File: src/sv/psib_pkg.sv
`default_nettype none
// ----------------------------------------------------------------------------
// psib_pkg: shared types and constants of the plus-stencil blur
// Field widths, register indexes, reset values and the words that travel
// between the front end, the work queue and the stencil back end.
// ----------------------------------------------------------------------------
package psib_pkg;

   localparam int PIX_W      = 8;
   localparam int FW_W       = 11;
   localparam int FH_W       = 16;
   localparam int CSR_DATA_W = 16;
   localparam int CSR_IDX_W  = 1;

   localparam logic [CSR_IDX_W-1:0] CSR_FRAME_WIDTH  = 1'b0;
   localparam logic [CSR_IDX_W-1:0] CSR_FRAME_HEIGHT = 1'b1;

   localparam logic [FW_W-1:0] FRAME_WIDTH_RESET  = 11'd640;
   localparam logic [FH_W-1:0] FRAME_HEIGHT_RESET = 16'd480;

   // one classified pixel with every neighbour value its results need
   typedef struct packed {
      logic [PIX_W-1:0] pix;       // pixel just received
      logic [PIX_W-1:0] mid_old;   // same column, previous row
      logic [PIX_W-1:0] up_old;    // same column, two rows back
      logic [PIX_W-1:0] right;     // next column, previous row
      logic [PIX_W-1:0] prev_mid;  // previous column, previous row
      logic [PIX_W-1:0] prev_pix;  // previous column, current row
      logic [PIX_W-1:0] prev2_pix; // two columns back, current row
      logic             has_l1;    // column at least 1
      logic             has_l2;    // column at least 2
      logic             rowend;    // last column of the row
      logic             has_up;    // row at least 2
      logic             emit;      // row at least 1
      logic             last;      // last row of the frame
   } psib_item_type;

   typedef struct packed {
      logic [PIX_W-1:0] pixel_out;
      logic             frame_end;
   } psib_result_type;

endpackage
`default_nettype wire

File: src/sv/psib_back.sv
`default_nettype none
// ----------------------------------------------------------------------------
// psib_back: stencil sequencer
// Takes one neighbourhood word at a time and emits its zero to three
// blurred pixels, one per cycle unless res_full, via a single stencil unit.
// ----------------------------------------------------------------------------
module psib_back
   import psib_pkg::*;
(
   input  wire logic            clock,
   input  wire logic            reset,
   input  wire logic            head_valid,
   input  wire psib_item_type   head,
   output      logic            q_pop,
   input  wire logic            res_full,
   output      logic            res_push,
   output      psib_result_type res_word
);

   localparam int RES_UPPER = 0;
   localparam int RES_LOWER = 1;
   localparam int RES_END   = 2;

   logic [2:0] done_ff, done_in;
   logic [2:0] mask, pend, sel, rest;
   logic [PIX_W-1:0] op_c, op_l, op_r, op_u, op_d;
   logic             op_hl, op_hr, op_hu, op_hd;

   // weighted plus stencil with rounding divide by eight
   function automatic logic [PIX_W-1:0] stencil(
      input logic [PIX_W-1:0] c, input logic [PIX_W-1:0] l,
      input logic [PIX_W-1:0] r, input logic [PIX_W-1:0] u,
      input logic [PIX_W-1:0] d, input logic hl, input logic hr,
      input logic hu, input logic hd);
      logic [PIX_W:0] h, v;
      logic [11:0]    c4, s, t;
      h  = (hl ? {1'b0, l} : '0) + (hr ? {1'b0, r} : '0);
      v  = (hu ? {1'b0, u} : '0) + (hd ? {1'b0, d} : '0);
      c4 = {2'b00, c, 2'b00};
      if (hl && hr && hu && hd) begin
         s = c4 + 12'(h) + 12'(v);
      end else if ((hl && hr) || (hu && hd)) begin
         s = c4 + 12'(c) + 12'(h) + 12'(v);
      end else begin
         s = c4 + {2'b00, h, 1'b0} + {2'b00, v, 1'b0};
      end
      t = s + 12'd4;
      return t[10:3];
   endfunction

   // pick the oldest result still owed by the head word
   always_comb begin
      mask[RES_UPPER] = head.emit;
      mask[RES_LOWER] = head.emit && head.last && head.has_l1;
      mask[RES_END]   = head.emit && head.last && head.rowend;
      pend = mask & ~done_ff;
      sel  = pend & (~pend + 3'd1);
      rest = pend & ~sel;
   end

   // route operands of the selected result
   always_comb begin
      if (sel[RES_UPPER]) begin
         op_c = head.mid_old;  op_l = head.prev_mid;  op_r = head.right;
         op_u = head.up_old;   op_d = head.pix;
         op_hl = head.has_l1;  op_hr = !head.rowend;
         op_hu = head.has_up;  op_hd = 1'b1;
      end else if (sel[RES_LOWER]) begin
         op_c = head.prev_pix; op_l = head.prev2_pix; op_r = head.pix;
         op_u = head.prev_mid; op_d = '0;
         op_hl = head.has_l2;  op_hr = 1'b1;
         op_hu = 1'b1;         op_hd = 1'b0;
      end else begin
         op_c = head.pix;      op_l = head.prev_pix;  op_r = '0;
         op_u = head.mid_old;  op_d = '0;
         op_hl = head.has_l1;  op_hr = 1'b0;
         op_hu = 1'b1;         op_hd = 1'b0;
      end
      res_word.pixel_out = stencil(op_c, op_l, op_r, op_u, op_d,
                                   op_hl, op_hr, op_hu, op_hd);
      res_word.frame_end = sel[RES_END];
   end

   // emit, then drop the head word once its last result is out
   always_comb begin
      res_push = head_valid && (pend != '0) && !res_full;
      q_pop    = head_valid && ((pend == '0) || (res_push && (rest == '0)));
      done_in  = done_ff;
      if (q_pop) begin
         done_in = '0;
      end else if (res_push) begin
         done_in = done_ff | sel;
      end
   end

   always_ff @(posedge clock) begin
      if (reset) begin
         done_ff <= '0;
      end else begin
         done_ff <= done_in;
      end
   end

   a_pop_valid: assert property (@(posedge clock) disable iff (reset)
      q_pop |-> head_valid)
      else $error("work queue popped while empty");

   a_pop_clears: assert property (@(posedge clock) disable iff (reset)
      q_pop |=> (done_ff == '0))
      else $error("result progress kept across words");

   a_partial_kept: assert property (@(posedge clock) disable iff (reset)
      (res_push && !q_pop) |=> (done_ff != '0) && head_valid)
      else $error("partly emitted word lost its progress");

endmodule
`default_nettype wire

File: config.mk
export PLATFORM = sky130hd
export DESIGN_NAME = psib_back
export DESIGN_NICKNAME = d
export VERILOG_FILES = /design/src/sv/psib_pkg.sv /design/src/sv/psib_back.sv
export SDC_FILE = /design/constraint.sdc
export NUM_CORES = 1
export LEC_CHECK = 0
export BUFFER_PORTS_ARGS = -buffer_cell sky130_fd_sc_hd__buf_4
export CORE_ASPECT_RATIO = 1.75
export CORE_MARGIN = 1.5
export CORE_UTILIZATION = 40
export CTS_BUF_LIST = sky130_fd_sc_hd__clkbuf_2 sky130_fd_sc_hd__clkbuf_4 sky130_fd_sc_hd__clkbuf_8
export DETAILED_ROUTE_END_ITERATION = 16
export GPL_TIMING_DRIVEN = 0
export SYNTH_ARGS = -nofsm -noshare
export SYNTH_HDL_FRONTEND = slang
export SYNTH_SLANG_ARGS = --single-unit
File: constraint.sdc
create_clock -name clock -period 28.5 [get_ports clock]
set_input_delay 5.7 -clock clock [delete_from_list [all_inputs] [get_ports clock]]
set_output_delay 5.7 -clock clock [all_outputs]
set_load 0.05 [all_outputs]
==> flow_results.org <==
** Logic synthesis
- The cell area that synthesis handed to floorplanning was 3380 um2.
- Counting every instance in the synthesized netlist gives 433.
- FFs w/ async S/R, synth :: 0%
- Leading cell types by total area after synthesis :: sky130_fd_sc_hd__ha_1 (19%), sky130_fd_sc_hd__fa_1 (16%), sky130_fd_sc_hd__inv_1 (7.3%)
- Synth warn :: 0
- In the synthesized netlist the dominant register cell turns out to be sky130_fd_sc_hd__dfxtp_1.
- The synthesized design devotes to its leading area cell type 18.5% of total area.
- The synthesized design contains 0 enable-type register cells.
- After synthesis, flip-flops and latches occupy 1.78% of the total area.
- The biggest area contributor in the post-synthesis netlist is sky130_fd_sc_hd__ha_1.
- Avg Cell Area, Syn :: 7.80 um2
- Flop and latch count out of synthesis :: 3
- Synthesis instantiated 55 different standard cells from the library.
- Number of nets produced by synthesis :: 576

** GRT
- Maximum number of pins on one net before global-route repair :: 11
- Via count of the first global-routing pass :: 3719
- First-pass GRT wire length :: 16600 um
- Total congestion overflow after global routing :: 0
- Number of antenna violations at the first check in global routing :: 0
- Global router's overall resource usage :: 23.2%

** Finish
- Cells fill 49.9% of the core in the end.
- The register with the most flip-flops in the layout has 3 of them.
- Most frequent cells in the layout :: sky130_fd_sc_hd__buf_4 (77), sky130_fd_sc_hd__inv_1 (66), sky130_fd_sc_hd__ha_1 (50)
- Antenna cells :: 0
- Of the cells placed in the final design, the portion with a size suffix greater than 1 is 17.9%.
- Leaving out fill and tap cells, the most frequent cell in the layout is sky130_fd_sc_hd__buf_4.
- Net count reported at finish :: 657
- Compared with the post-synthesis result, the final layout area differs by 22.0%.
- The filler cells instantiated in the layout total 833.
- The finished layout holds 605 standard cells, fillers aside.
- Largest registers :: done_ff: 3 flops
- Register with the highest flop count :: done_ff

** STA
- The final hold violation count came to 0.
- Setup violation total in the final timing report :: 0
- For the finished layout, the period the worst path requires is 18.34 ns.
- In the final timing run, aggregate negative setup slack is 0 ns.
- Final hold analysis gives a worst-case slack of 0.453 ns.
- Measured against its own limit, the worst slew margin works out to 34.9%.
- Max Freq :: 0.0545 GHz
- Transition time at the pin with the least slew margin :: 0.966 ns
- The worst path uses 64.3% of the clock period.
- Setup repair after global routing left no endpoint under its margin.
- Across the routed clock network, the largest skew measured is 0.00234 ns.
- Max-slew violation total from the final report :: 0

** Route
- Dividing the detail-routed wire length by the instance count gives 16.7 um.
- The routed design has 10100 um of wire.
- DR vias :: 3426
- After the first detailed-routing iteration, the DRC count stood at 180.
- Drt pass-1 iters :: 6
- The detail route stage leaves a number of antenna-violating nets equal to 0.
- Via-per-instance ratio :: 5.66
- For this run, design rule violations remaining after detail routing come to 0.

** Power and ir drop
- Dividing total power by cell area gives a power density of 86.1 nW/um2.
- Of the total power, the share spent switching nets is 58.0%.
- VDD IR max :: 0.000104 V
- Cell leakage power :: 0.00212 uW
- Part of the total power dissipated in sequential elements :: 1.2%
- Of the total power, the clock network draws 4.0%.
- Combinational logic burns 94.8% of the power.
- Pint :: 149 uW
- Net switching power of the design :: 206 uW

** Setup path
- Element type at the critical path start :: input pin
- Maximum single-stage delay on the critical path :: 0.59 ns
- Most numerous cell on the critical path :: sky130_fd_sc_hd__a21oi_1
- At the worst endpoint, the arrival time is 12.64 ns.
- The worst setup path is of the in2out kind.
- Slowest stage cell, crit path :: sky130_fd_sc_hd__or4_4
- Data on the critical path is required at its endpoint by 22.80 ns.
- Highest net fanout along the worst path :: 10
- Kind of end point of the critical path :: output pin

** Placed design
- Weighted congestion reported at the end of routability-driven placement :: 0.911
- Including well taps, the total number of placed cells is 601.
- Detailed placement finished with a half-perimeter wire length of 9120 um.
- Number of buffers inserted by port buffering :: 76

** Clocking
- Clock Sinks :: 3
- Buffers inserted during clock tree synthesis total 3.
- Clock-pin slew was measured on the worst setup and hold paths at 0.03 ns.
- Number of hold buffers added after CTS :: 0
- Max clock buf depth :: 2
- In this run the number of H-tree levels came out at 1.
- In this run the clock root is driven by a sky130_fd_sc_hd__clkbuf_8.
- Number of cells upsized or downsized after cts :: 0
- At the later pin of the worst-skew pair, clock insertion delay measures 0.23 ns.
- Once the clock tree was built, the setup fixing pass inserted 0 buffers.
- TritonCTS clock tree :: done

** Floorplanning
- The initial utilization of the core area, before any placement, comes to 40.9%.
- Site row count :: 44
- I/O pin count :: 77
- Total Die Area :: 9020 um2
- The core region is 8260 um2.
- Die outline width :: 72.4 um
- Measured along the y axis, the die boundary spans 125 um.

** Worst hold path
- The path class of the tightest hold or removal check is reg2reg.

** Flow run
- The tool flagged a number of max-cap violations equal to 0.

** Run status
- The run finished with clean final reports.
==> through the flow <==
step / instance area (um2) / total power [uW] / setup WS, ns
CTS: 4120 / 357 / 10.10
floorplan: 3380 / 261 / 11.03
global placement: 4060 / 335 / 10.12
detailed placement: 4070 / 340 / 10.13
finish: 4120 / 355 / 10.16
global route: 4120 / 389 / 9.67
==> kinds of logic (layout without fill, tap and decap cells) <==
logic type | after synthesis | in the layout | synth area share, %
flops | 3 | 3 | 1.78
compound gates | 122 | 122 | 26.5
mux | 6 | 6 | 1.78
buf+inv | 78 | 158 | 8.86
xor+xnor | 38 | 38 | 9.86
fa+ha+maj | 77 | 77 | 34.5
simple gates | 109 | 109 | 16.7
==> cell usage after synthesis (all sizes together) (7+ instances only) <==
library cell  instances
inv                  66
ha                   50
nand2                31
a21oi                30
nor2                 29
fa                   27
xnor2                24
xor2                 14
a222oi               13
and2                 12
a21o                 10
nor3                 10
o21a                 10
o21bai                9
a22o                  8
o21ai                 8
a22oi                 7
clkbuf                7
==> worst max-delay path: cells and delay by family <==
family / cells / cell delay [ns]
AO/OA/AOI/OAI: 11 / 1.92
AND/OR/NAND/NOR: 6 / 1.50
XOR/XNOR: 2 / 0.55
buffers and inverters: 5 / 1.31
adder cells (fa/ha/maj): 4 / 1.65
==> power groups by stage <==
stage	logic, uW	clock network (uW)	registers, uW
after CTS	338	14.0	4.33
after floorplan	257	0	4.38
after global placement	330	0	4.39
final	336	14.0	4.33
after detailed placement	336	0	4.39
after global routing	371	14.2	4.33
==> path summary, 6_finish.rpt <==
path | start | end | slack, ns | cells after the start
worst min-delay path | done_ff[2]$_SDFFE_PP0P_ | done_ff[2]$_SDFFE_PP0P_ | 0.45 | 1
worst max-delay path | head[1] | res_word[8] | 10.16 | 28
worst min register to register | done_ff[2]$_SDFFE_PP0P_ | done_ff[2]$_SDFFE_PP0P_ | 0.45 | 1
worst max register to register | done_ff[1]$_SDFFE_PP0P_ | done_ff[1]$_SDFFE_PP0P_ | 26.25 | 6
==> area by class of cell <==
cell class,count,area (um2),area share [%]
multi-input combinational,352,3020,73.4
timing repair buffer,76,571,13.9
inverter,66,248,6.02
tap,92,115,2.80
sequential,3,60.1,1.46
buffer,12,51.3,1.25
clock buffer,4,48.8,1.19
==> per-layer routing <==
metal	vias to the layer above	part of all wire (%)	GRT usage, %
li1	1697	-	-
met1	1603	35	22.0
met2	104	58	48.8
met3	22	3.4	1.21
met4	0	3.4	7.77
met5	-	0	0
Note: power is estimated with default switching activity, not from simulation.
