`src/sv/psib_fifo.sv`:
```
`default_nettype none
// ----------------------------------------------------------------------------
// psib_fifo: small register queue
// Holds up to DEPTH words; the head word is shown while empty is low.
// ----------------------------------------------------------------------------
module psib_fifo #(
   parameter int WIDTH = 8,
   parameter int DEPTH = 4
) (
   input  wire logic             clock,
   input  wire logic             reset,
   input  wire logic             push,
   input  wire logic [WIDTH-1:0] push_data,
   output      logic             full,
   input  wire logic             pop,
   output      logic [WIDTH-1:0] pop_data,
   output      logic             empty
);

   localparam int PTR_W = (DEPTH > 1) ? $clog2(DEPTH) : 1;
   localparam int CNT_W = $clog2(DEPTH + 1);

   logic [WIDTH-1:0] mem_ff [DEPTH];
   logic [PTR_W-1:0] wr_ptr_ff, wr_ptr_in;
   logic [PTR_W-1:0] rd_ptr_ff, rd_ptr_in;
   logic [CNT_W-1:0] count_ff, count_in;
   logic             do_push, do_pop;

   assign full     = (count_ff == CNT_W'(DEPTH));
   assign empty    = (count_ff == '0);
   assign do_push  = push && !full;
   assign do_pop   = pop && !empty;
   assign pop_data = mem_ff[rd_ptr_ff];

   // advance pointers with wrap, track fill level
   always_comb begin
      wr_ptr_in = wr_ptr_ff;
      rd_ptr_in = rd_ptr_ff;
      count_in  = count_ff;
      if (do_push) begin
         wr_ptr_in = (wr_ptr_ff == PTR_W'(DEPTH - 1)) ? '0 : wr_ptr_ff + PTR_W'(1);
      end
      if (do_pop) begin
         rd_ptr_in = (rd_ptr_ff == PTR_W'(DEPTH - 1)) ? '0 : rd_ptr_ff + PTR_W'(1);
      end
      case ({do_push, do_pop})
         2'b10:   count_in = count_ff + CNT_W'(1);
         2'b01:   count_in = count_ff - CNT_W'(1);
         default: count_in = count_ff;
      endcase
   end

   always_ff @(posedge clock) begin
      if (reset) begin
         wr_ptr_ff <= '0;
         rd_ptr_ff <= '0;
         count_ff  <= '0;
      end else begin
         wr_ptr_ff <= wr_ptr_in;
         rd_ptr_ff <= rd_ptr_in;
         count_ff  <= count_in;
      end
   end

   // store the pushed word
   always_ff @(posedge clock) begin
      if (do_push) begin
         mem_ff[wr_ptr_ff] <= push_data;
      end
   end

   a_count_bound: assert property (@(posedge clock) disable iff (reset)
      count_ff <= CNT_W'(DEPTH))
      else $error("queue fill level above depth");

   a_count_step: assert property (@(posedge clock) disable iff (reset)
      (do_push && !do_pop) |=> (count_ff == CNT_W'($past(count_ff) + CNT_W'(1))))
      else $error("queue fill level did not grow on push");

endmodule
`default_nettype wire

```
`config.mk`:
```
export PLATFORM = sky130hd
export DESIGN_NAME = psib_fifo
export DESIGN_NICKNAME = d
export VERILOG_FILES = /design/src/sv/psib_fifo.sv
export SDC_FILE = /design/constraint.sdc
export NUM_CORES = 1
export LEC_CHECK = 0
export BUFFER_PORTS_ARGS = -buffer_cell sky130_fd_sc_hd__buf_2
export CAP_MARGIN = 0
export CORE_ASPECT_RATIO = 0.5
export CORE_MARGIN = 2
export CORE_UTILIZATION = 58
export CTS_BUF_LIST = sky130_fd_sc_hd__clkbuf_8
export DETAILED_ROUTE_END_ITERATION = 7
export GPL_ROUTABILITY_DRIVEN = 0
export PLACE_DENSITY = 0.78
export SYNTH_ARGS = -nofsm -noshare
export SYNTH_HDL_FRONTEND = slang
export SYNTH_SLANG_ARGS = --single-unit
export TNS_END_PERCENT = 20
```
`constraint.sdc`:
```
create_clock -name clock -period 3.58 [get_ports clock]
set_clock_uncertainty 0.15 [all_clocks]
set_input_delay 0.358 -clock clock [delete_from_list [all_inputs] [get_ports clock]]
set_output_delay 0.358 -clock clock [all_outputs]
set_load 0.01 [all_outputs]
```
==> results of run 1 <==
[how the worst min path moves through the flow]
stage / from / end
CTS: push_data[7] / mem_ff[3][7]
finish: push_data[6] / mem_ff[0][6]
detailed placement: rd_ptr_ff[0] / rd_ptr_ff[0]
global route: push_data[4] / mem_ff[3][4]
floorplan: push_data[0] / mem_ff[0][0]
global placement: rd_ptr_ff[0] / rd_ptr_ff[0]
[per-layer routing]
| metal | global-route usage [%] | part of all wire, % | up-vias | routed length (µm) |
|---|---|---|---|---|
| li1 | - | - | 407 | - |
| met1 | 21.8 | 44 | 434 | 1130 |
| met2 | 31.4 | 49 | 20 | 1270 |
| met3 | 7.83 | 5.5 | 2 | 142 |
| met4 | 4.14 | 1.1 | 0 | 27 |
| met5 | 0 | 0 | - | 0 |
[area by class of cell]
| type | count | area, µm² |
|---|---|---|
| Fill cell | 169 | 768 |
| Tap cell | 37 | 46.3 |
| Clock inverter | 3 | 38.8 |
| Inverter | 8 | 30.0 |
| Clock buffer | 5 | 68.8 |
| Sequential cell | 41 | 1140 |
| Multi-Input combinational cell | 43 | 453 |
| Timing Repair Buffer | 21 | 105 |
[critical path: stages (launching register included)]
cell and delay [ps]:
sky130_fd_sc_hd__dfxtp_1 380, sky130_fd_sc_hd__or3b_1 490, sky130_fd_sc_hd__and2_4 220, sky130_fd_sc_hd__inv_1 50, sky130_fd_sc_hd__ha_1 180, sky130_fd_sc_hd__inv_1 70, sky130_fd_sc_hd__fa_1 380, sky130_fd_sc_hd__xor2_1 160
sky130_fd_sc_hd__or3_2 400, sky130_fd_sc_hd__a21oi_1 150
[cells by family after synthesis]
group	count (synthesis)	synth area share, %
AO/OA/AOI/OAI	8	3.19
XOR/XNOR	2	1.06
flip-flops	41	69.2
adder cells (fa/ha/maj)	7	5.77
buffers and inverters	12	3.26
multiplexers	9	11.5
AND/OR/NAND/NOR	17	5.92
[flip-flops by register name, summed over array words and instances (netlist names), named ones only]
| name | flops |
|---|---|
| rd_ptr_ff | 2 |
| mem_ff | 32 |
| count_ff | 3 |
| wr_ptr_ff | 2 |
[through the flow]
stage | total power [mW] | setup WS (ps) | instances | cell area (µm²) | util [%]
detailed placement | 0.948 | 924 | 150 | 1780 | 67.0
CTS | 1.30 | 901 | 158 | 1880 | 71.0
finish | 1.29 | 898 | 158 | 1880 | 71.0
global placement | 0.938 | 995 | 150 | 1780 | 67.0
floorplan | 0.857 | 1080 | 96 | 1650 | -
global route | 1.36 | 741 | 158 | 1880 | 71.0
[report_power, final]
| group | internal, mW | switching, mW |
|---|---|---|
| sequential | 0.579 | 0.0535 |
| combinational | 0.152 | 0.147 |
| clock | 0.204 | 0.152 |
| total | 0.935 | 0.352 |
[cell usage in the layout, fill, tap and decap left out]
cell type / n
sky130_fd_sc_hd__or3_2: 1
sky130_fd_sc_hd__buf_2: 21
sky130_fd_sc_hd__nor2_1: 4
sky130_fd_sc_hd__o31ai_1: 1
sky130_fd_sc_hd__o21ai_0: 1
sky130_fd_sc_hd__ha_1: 6
sky130_fd_sc_hd__dfxtp_1: 9
sky130_fd_sc_hd__mux4_2: 8
sky130_fd_sc_hd__a21o_1: 1
sky130_fd_sc_hd__clkbuf_8: 5
sky130_fd_sc_hd__and3_1: 2
sky130_fd_sc_hd__nor3_1: 2
sky130_fd_sc_hd__xor2_1: 2
sky130_fd_sc_hd__and2_4: 1
sky130_fd_sc_hd__edfxtp_1: 32
sky130_fd_sc_hd__inv_1: 9
sky130_fd_sc_hd__a21oi_1: 4
sky130_fd_sc_hd__or3b_1: 1
sky130_fd_sc_hd__and3_2: 2
sky130_fd_sc_hd__o31ai_2: 1
sky130_fd_sc_hd__clkinv_2: 1
sky130_fd_sc_hd__mux2i_1: 1
sky130_fd_sc_hd__nand2_1: 1
sky130_fd_sc_hd__fa_1: 1
sky130_fd_sc_hd__nand3_1: 2
sky130_fd_sc_hd__or3_1: 1
sky130_fd_sc_hd__bufinv_16: 1
[synthesized netlist by cell type]
library cell / count
sky130_fd_sc_hd__a21o_1: 1
sky130_fd_sc_hd__a21oi_1: 4
sky130_fd_sc_hd__and2_4: 1
sky130_fd_sc_hd__and3_1: 2
sky130_fd_sc_hd__and3_2: 2
sky130_fd_sc_hd__buf_1: 1
sky130_fd_sc_hd__buf_2: 1
sky130_fd_sc_hd__buf_6: 1
sky130_fd_sc_hd__clkbuf_1: 1
sky130_fd_sc_hd__dfxtp_1: 9
sky130_fd_sc_hd__edfxtp_1: 32
sky130_fd_sc_hd__fa_1: 1
sky130_fd_sc_hd__ha_1: 6
sky130_fd_sc_hd__inv_1: 8
sky130_fd_sc_hd__mux2i_1: 1
sky130_fd_sc_hd__mux4_2: 8
sky130_fd_sc_hd__nand2_1: 1
sky130_fd_sc_hd__nand3_1: 2
sky130_fd_sc_hd__nor2_1: 4
sky130_fd_sc_hd__nor3_1: 2
sky130_fd_sc_hd__o21ai_0: 1
sky130_fd_sc_hd__o31ai_1: 1
sky130_fd_sc_hd__o31ai_2: 1
sky130_fd_sc_hd__or3_1: 1
sky130_fd_sc_hd__or3_2: 1
sky130_fd_sc_hd__or3b_1: 1
sky130_fd_sc_hd__xor2_1: 2
==> metrics list, run 1 <==
- Run status: finished, final reports clean
- Setup repair after global routing left no endpoint under its margin.
- Cell type contributing the most total cell area after synthesis: sky130_fd_sc_hd__edfxtp_1
* Count of buffers added by post-CTS timing repair for setup: 0
- Layout overhead on the synthesized area: 14.3%
- Post-synthesis sequential area ratio: 69.2%
* Worst setup slack for register-to-register paths: 900 ps
- Worst min-delay path category: input pin to register
- In the global route stage, overall resource usage came out at about 18%.
* DRT Pass-1 Iters: 4
* Post-synthesis sequential element count: 41
- Counting I/O delays and the setup requirement, the final critical path takes 2680 ps.
- Dividing the detail-routed wire length by the instance count gives 16.3 µm.
- Mean area per synthesized cell: 17.2 µm²
- Vertical extent of the die: around 42 µm
* DRC violations left: 0
- Number of hold-slack violations in the final timing report: 0
* Standby leakage power: 0.716 nW
* Worst reg-to-reg path cell count: 9
* Initial antenna violation count: 0
* Buffers on Ports: 21
- ANT nets after route: 0
- Root buffer cell: sky130_fd_sc_hd__clkbuf_8
- Following the worst setup path forward leads to its endpoint at count_ff[2].
* CP max FO: 9
- During I/O placement, the number of pins put on the boundary was 22.
- Synthesized instance count: 96
* Endpoint of the most critical register-to-register path: count_ff[2]
- Syn Nets: 115
- Count of routing violations after the opening detailed-route iteration: 59
* Via count of the first global-routing pass: about 870
- Number of cells traversed by the worst hold path: 1
- Via density per instance: around 5.5
* Total die area: 0.00331 mm²
- STA puts the critical path data arrival time at ~2800 ps.
* First-pass GRT wire length: 4230 µm
- Across the VDD grid, the largest voltage drop is roughly 460 µV.
- STA classifies the critical path startpoint as a register.
* Number of hold-repair buffers added at the cts stage: 0
- Post-cts gate resize count: 0
- Clock-pin slew on the worst setup and hold paths: 70 ps
- Starting utilization of the core area: 62.2%
- In this run the worst setup path begins at count_ff[2].
* Antenna fix cells: 0
- Clock Path Buffers: 2
* Final max-slew violation count: 0
* Detailed-route wire length: 2570 µm
- At the pin with the least slew margin, the transition time is roughly 500 ps.
- The floorplan has 13 rows.
- TritonCTS built the clock tree.
- Total via count in the routed design: 863
- By area the synthesized netlist is led by sky130_fd_sc_hd__edfxtp_1 (58%), sky130_fd_sc_hd__dfxtp_1 (11%), sky130_fd_sc_hd__mux4_2 (11%).
* Required time of the critical path: about 3700 ps
* Post-Route Setup TNS: 0 ps
- Max H-tree Level: 2
- For this run, the top clock speed supported by timing is 373 MHz.
- TritonCTS Buffers: 5
- Cells with a size suffix above 1 make up 33.9% of the layout.
- Final layout net count: 139
* Ratio of final minimum period to clock period: between 70% and 80%
* Endpoint kind of the worst setup timing path: register
- Critical path class: register to register
- Worst r2r src: count_ff[2]
* Cell area after synthesis: 0.00165 mm²
* Die Wd: about 79 µm
- Area fraction of the dominant cell type after synthesis: 58.3%
* Relative slew margins: 65.5%
- For this design, the sink count on the clock tree is 41.
* Hold slack: approximately 130 ps
- The clock reaches the later pin of the worst-skew pair after ~290 ps.
- Floorplan Core Area: approximately 0.0027 mm²
* Final setup violation count: 0
- Summed over all nets, the half-perimeter wirelength after detailed placement is 1860 µm.
* Total congestion overflow: 0
- Maximum number of pins on one net before global-route repair: 14
* Power Density: 684 mW/mm²
- Number of distinct library cells after synthesis: 27
* Max_cap viols: 0
- During synthesis, Yosys emitted a total of 0 warnings.
Note: power is estimated with default switching activity, not from simulation.
==> run 2, diff against run 1 <==
==> constraint.sdc (replaced) <==
create_clock -name clock -period 2.7 [get_ports clock]
set_clock_uncertainty 0.15 [all_clocks]
set_input_delay 0.27 -clock clock [delete_from_list [all_inputs] [get_ports clock]]
set_output_delay 0.27 -clock clock [all_outputs]
set_load 0.01 [all_outputs]
==> run 2 against run 1 <==
  * Critical path depth did not move
  * Non-clock buffer count is 2 higher
  * Combinational power increased by 37%
  * Setup slack worse by 700 ps
  * Sequential share of layout area grew 0.36 points
  * Power rose by 25%
  * Flip-flop and latch count did not move
  * Global-route usage decreased by 1.3 points
  * Cell count increased by 1.3%
  * Die area stayed put
  * Wire length shrank 5.8%
  * Largest power group unchanged
  * Highest routed layer unchanged
==> metrics list, run 2 (synthesized netlist as in run 1, its figures left out) <==
* Required time of the critical path: 2760 ps
- The first global-routing pass estimated around 4000 µm of wire.
- Overall power consumption after layout is estimated at 1.61 mW.
- TritonCTS Buffers: 5
- Post-detailed-route wirelength per cell: 15.1 µm
- Setup violations remaining at the end of the flow were counted as 0.
* Worst setup SP type: register
- Clock network fraction of total power: 22.4%
* Layout overhead on the synthesized area: 13.6%
- Combinational logic burns 25.6% of the power.
- TritonCTS built the clock tree.
* Worst min-delay path category: input pin to register
- Power share of the sequential group: 52.0%
- Root buffer cell: sky130_fd_sc_hd__clkbuf_8
- 0 antenna diodes ended up in the layout.
- The largest registers in the layout are mem_ff: 32 flops, count_ff: 3 flops.
* Net switching power of the design: 453 µW
- Buffers inserted to repair hold after CTS numbered 0.
- The post-route netlist has between 30% and 40% of its cells at a drive strength greater than 1.
- 22 I/O pins were placed.
- Initial antenna violation count: 0
- Post-cts gate resize count: 0
- Across all layers, the routed design uses 870 vias.
- Once the floorplan was initialized, standard cells occupied ~62% of the core.
* Detailed-route wire length: 2420 µm
* Buffers on Ports: 21
- ANT nets after route: 0
- After filler insertion, the fill cell instance count of the layout stands at about 170.
* DRC violations left: 0
- Power Density: 860 mW/mm²
- For this run the aggregate overflow at the end of global routing stands at 0.
- Most common cell after layout, fill and taps aside: sky130_fd_sc_hd__edfxtp_1
- Final layout net count: 141
* HPWL after detailed placement: 1710 µm
- In this run the register-to-register setup slack is 200 ps.
* Commonest cells after routing, fill and taps aside: sky130_fd_sc_hd__edfxtp_1 (32), sky130_fd_sc_hd__buf_2 (21), sky130_fd_sc_hd__dfxtp_1 (9)
- Number of hold-slack violations in the final timing report: 0
* Placed Area: between 0.0015 and 0.002 mm²
- Slew at the pin with the worst max-slew slack: 525 ps
- The finished cells cover 0.00187 mm².
- For the final routed database, the setup TNS stands at 0 ps.
- After clock tree synthesis, the clock-pin slew on the worst setup and hold paths is 70 ps.
* Ratio of final minimum period to clock period: 92.7%
* Run status: finished, final reports clean
* Switching fraction of total power: 28.2%
- Including well taps, the total number of placed cells is 152.
- The worst-case IR drop observed on VDD is 605 µV.
* Max_cap viols: 0
- Static timing analysis puts the maximum clock frequency at roughly 400 MHz.
- Final cell count without fillers: 160
* Via count of the first global-routing pass: 876
- Count of routing violations after the opening detailed-route iteration: 37
* Vertical extent of the die: 41.7 µm
- For this run, the detailed router's first-pass iteration total came to 4.
- The register with the most flip-flops in the layout has 32 of them.
- The floorplan has 13 rows.
- Critical path class: register to register
- Entering global routing, the biggest net connects 13 pins.
- Via density per instance: 5.44
- More flip-flops sit in one register than any other, and that register is mem_ff.
- RSZ-0062 raised after global routing: no
- Clock latency on the worst-skew pair, taken at its later pin, is 280 ps.
- Count of buffers added by post-CTS timing repair for setup: 0
* Final max-slew violation count: 0
- Relative slew margins: 64.9%
- Max H-tree Level: 2
- TritonCTS sink count: 41
* CP max FO: 5
- Endpoint kind of the worst setup timing path: register
* Clock Path Buffers: 2
- Final setup slack of the worst path: approximately 200 ps
- Die Wd: about 79 µm
- Before CTS, the worst setup slack after placement is 189 ps.
- The core region is between 0.002 and 0.003 mm².
- Standby leakage power: between 0.7 and 0.8 nW
* Final min period: 2500 ps
- Overall fraction of global-route tracks in use: 17.0%
* Arrival time at the worst endpoint: 2570 ps
* Internal power of the cells: 1.16 mW
- Total die area: 0.00331 mm²
run 2: cell count changes in the layout (fill, tap and decap cells not counted), sizes merged:
cell    previous run  this run
buf               21        23
bufinv             1         0
inv                9         8
clkinv             1         3
run 2: per-stage QoR:
stage | hold WS (ps) | utilization, %
after global placement | 333 | 67.5
after global routing | 48.0 | 70.6
after detailed placement | 344 | 67.5
after CTS | 51.0 | 70.6
after floorplan | 219 | -
final | 57.1 | 70.6
run 2: worst max-delay path: stages (launching register included):
cell                      delay (ps)
sky130_fd_sc_hd__dfxtp_1         380
sky130_fd_sc_hd__or3b_1          380
sky130_fd_sc_hd__and2_4          180
sky130_fd_sc_hd__inv_1            50
sky130_fd_sc_hd__ha_1            170
sky130_fd_sc_hd__inv_1            60
sky130_fd_sc_hd__fa_1            370
sky130_fd_sc_hd__xor2_1          160
sky130_fd_sc_hd__or3_2           400
sky130_fd_sc_hd__a21oi_1         140
run 2: path summary, 6_finish.rpt:
path,endpoint,start,cells past startpoint
setup / recovery,count_ff[2],count_ff[2],9
hold reg to reg,rd_ptr_ff[0],rd_ptr_ff[0],2
hold / removal,mem_ff[1][3],push_data[3],1
setup reg to reg,count_ff[2],count_ff[2],9
run 2: cell type report:
class	instances	area [µm²]	area share [%]
Timing Repair Buffer	23	120	6.42
Clock inverter	3	12.5	0.668
Inverter	8	30.0	1.60
Sequential cell	41	1140	61.0
Tap cell	37	46.3	2.47
Multi-Input combinational cell	43	453	24.2
Clock buffer	5	68.8	3.68
run 2: power by group through the flow:
stage / clock, mW / combinational, mW / sequential (mW)
detailed placement: 0 / 0.422 / 0.854
floorplan: 0 / 0.325 / 0.811
global placement: 0 / 0.409 / 0.847
finish: 0.360 / 0.412 / 0.837
CTS: 0.370 / 0.424 / 0.840
global route: 0.394 / 0.466 / 0.851
run 2: routing by layer:
layer	vias to the layer above	track usage [%]	routed length (µm)
met5	-	0	0
met4	0	4.14	10
met3	2	6.52	122
met2	17	28.5	1250
met1	438	21.1	1040
li1	413	-	-
==> run 3, diff against run 2 <==
==> constraint.sdc (replaced) <==
create_clock -name clock -period 2.4 [get_ports clock]
set_clock_uncertainty 0.15 [all_clocks]
set_input_delay 0.24 -clock clock [delete_from_list [all_inputs] [get_ports clock]]
set_output_delay 0.24 -clock clock [all_outputs]
set_load 0.01 [all_outputs]
==> run 3 against run 2 <==
  * Combinational power increased by 22%
  * Via count shrank 1.4%
  * First-iteration DRC count increased by 78%
  * Setup slack worse by 110 ps
  * Final area rose by 1.1%
  * Cell count fell by 0.63%
  * Sequential share of layout area decreased by 0.51 points
  * Clock power increased by 9.4%
  * Register-to-register slack worse by 110 ps
==> metrics list, run 3 (synthesized netlist as in run 1, its figures left out) <==
* Starting utilization of the core area: approximately 62%
* Top cell family by delay on the critical path: simple AND/OR/NAND/NOR gates
- Worst r2r src: count_ff[0]
- The via count of the first global-routing pass was 847.
- The worst hold path begins at push_data[6].
- After clock tree synthesis, the setup repair step added 0 buffers.
* Maximum number of pins on one net before global-route repair: 12
- mem_ff holds more flip-flops than any other register.
- Final setup violation count: 0
- Most used cell along the critical path: sky130_fd_sc_hd__inv_2
- The library cells used most frequently in the layout, excluding fill and tap cells, are sky130_fd_sc_hd__edfxtp_1 (32), sky130_fd_sc_hd__buf_2 (21), sky130_fd_sc_hd__mux4_2 (8).
- For this design the static power due to leakage is 0.708 nW.
- Floorplan Core Area: 0.00265 mm²
- For the worst setup path, the data arrival time is 2380 ps.
* Total congestion overflow: 0
- TritonCTS Buffers: 5
- In the finished design, the share of the clock period the worst path needs comes to 96.4%.
* Sequential standard cell area: 0.00114 mm²
- DRC violations left: 0
- Power Density: between 900 and 1000 mW/mm²
- The final layout contains routed wiring with a total length of ~2600 µm.
- Relative slew margins: about 64%
- Final min period: 2310 ps
- Across the VDD grid, the largest voltage drop is 454 µV.
* Antenna fix cells: 0
- Across every metal layer, demand over resource in global routing totals 18.1%.
* Buffers on Ports: 21
- Worst setup SP type: register
- Setup repair after global routing left no endpoint under its margin.
* Core Rows: 13
- The clock passes through at most 2 buffers.
* ANT nets after route: 0
- Clock-pin slew was measured on the worst setup and hold paths at 70 ps.
- In the final routed layout, each cell accounts on average for 16.3 µm.
* Share of power burned in combinational logic: 27.3%
- Required time of the critical path: roughly 2500 ps
- The tightest min-delay check is of the input pin to register type.
- Endpoint kind of the worst setup timing path: register
- The tool flagged a number of max-cap violations equal to 0.
* Clock tree from TritonCTS: done
* Slew at the pin with the worst max-slew slack: between 500 and 600 ps
* Clock latency reported for the late side of the worst-skew pair: approximately 280 ps
- Internal power of the cells: 1.32 mW
* HPWL after detailed placement: between 1500 and 2000 µm
- The register with the most flip-flops in the layout has 32 of them.
- For this block, the initial DRC count from the detailed router was 66.
- The library cell used most frequently in the layout, excluding fill and tap cells, is sky130_fd_sc_hd__edfxtp_1.
* Final max-slew violation count: 0
* Die Wd: 79.4 µm
- The die covers 0.00331 mm².
* First-pass GRT wire length: 4110 µm
* TritonCTS sink count: a little over 40
* Total via count in the routed design: between 800 and 900
- Sequence of cells on the critical path: or3b_1 -> and2_4 -> inv_2 -> ha_4 -> inv_2 -> fa_2 -> xor2_1 -> or3_4 -> a21oi_2
* Final setup slack of the worst path: 86.0 ps
- The initial antenna violation count was 0.
- The setup path with the least slack is of type register to register.
* Worst setup path startpoint: count_ff[0]
- Largest stage delay on the critical path: 390 ps
* Layout overhead on the synthesized area: 14.8%
- Net switching power of the design: around 520 µW
* Root buffer cell: sky130_fd_sc_hd__clkbuf_8
- Final layout net count: ~140
- Clock network fraction of total power: 21.4%
* Worst slack at placement: 86.0 ps
- Post-Route Setup TNS: 0 ps
- Run status: finished, final reports clean
- Static timing analysis puts the maximum clock frequency at 432 MHz.
- CP max FO: 5
- Top-level port count: 22
- The layout has 164 filler cells.
- After detailed routing, the number of vias per cell comes to 5.40.
* Power share of the sequential group: 51.4%
- Before antenna repair, the detailed router went through 4 iterations.
* Max H-tree Level: 2
- Proportion of layout cells with a drive suffix above 1: about two fifths
- Highest-delay cell along the critical path: sky130_fd_sc_hd__or3b_1
* Switching fraction of total power: 28.2%
- Biggest regs: mem_ff: 32 flops, count_ff: 3 flops
- From bottom edge to top edge, the die measures 41.7 µm.
- Worst path bufs/invs: 2
- The final hold violation count came to 0.
- Area of the multi-input gates: 475 µm²
-- run 3: changes by cell type in the layout (fill, tap and decap cells not counted) --
cell                       previous run  this run
sky130_fd_sc_hd__dfxtp_1              9         7
sky130_fd_sc_hd__dfxtp_2              0         2
sky130_fd_sc_hd__inv_2                0         2
sky130_fd_sc_hd__a21oi_1              4         3
sky130_fd_sc_hd__a21oi_2              0         1
sky130_fd_sc_hd__clkinv_1             2         1
sky130_fd_sc_hd__clkinv_2             1         0
sky130_fd_sc_hd__fa_1                 1         0
sky130_fd_sc_hd__fa_2                 0         1
sky130_fd_sc_hd__ha_1                 6         5
sky130_fd_sc_hd__ha_4                 0         1
sky130_fd_sc_hd__inv_1                8         7
sky130_fd_sc_hd__or3_2                1         0
sky130_fd_sc_hd__or3_4                0         1
-- run 3: metrics by stage --
stage	power, mW	util, %	hold slack, ps	cell area [µm²]	instances
2_1_floorplan	1.31	-	189	1670	96
3_3_place_gp	1.45	68.3	304	1810	152
3_5_place_dp	1.47	68.3	312	1810	152
4_1_cts	1.87	71.2	11.0	1890	159
5_1_grt	1.94	71.4	15.6	1890	159
6_report	1.84	71.4	20.4	1890	159
-- run 3: cell type report --
type	instances	area share [%]
Inverter	8	1.59
Multi-Input combinational cell	43	25.1
Clock inverter	2	0.397
Tap cell	37	2.45
Sequential cell	41	60.5
Clock buffer	5	3.64
Timing Repair Buffer	23	6.35
-- run 3: worst reg2reg max path, delay by kind of cell, from the launching register on --
kind	cells	cell delay (ps)
AOI/OAI and AO/OA	1	120
xor gates and xnor gates	1	180
adders and majority gates	2	480
buffers and inverters	2	100
DFF	1	340
and+or+nand+nor	3	880
-- run 3: layer usage --
metal  track usage, %  routed length (µm)
met1             22.5                1170
met2             28.0                1270
met3             6.52                  98
met4             10.3                  58
met5                0                   0
-- run 3: power by group through the flow --
stage          Sequential (mW)  Combinational (mW)  Clock (mW)
2_1_floorplan            0.915               0.393           0
3_3_place_gp             0.957               0.491           0
3_5_place_dp             0.967               0.506           0
4_1_cts                  0.951               0.509       0.407
5_1_grt                  0.964               0.557       0.424
6_report                 0.946               0.503       0.394
-- run 3: path summary, 6_finish.rpt --
kind / to / slack (ps) / depth (start not counted)
min reg2reg: rd_ptr_ff[0] / 360 / 2
max: count_ff[2] / 90 / 9
min: mem_ff[2][6] / 20 / 1
max reg2reg: count_ff[2] / 90 / 9
-- run 3: repair_timing --
item | CTS | global route
hold buffers | 0 | 0
gates resized for setup | 0 | 1
hold endpoints to repair | 0 | 0
setup endpoints to repair | 0 | 1
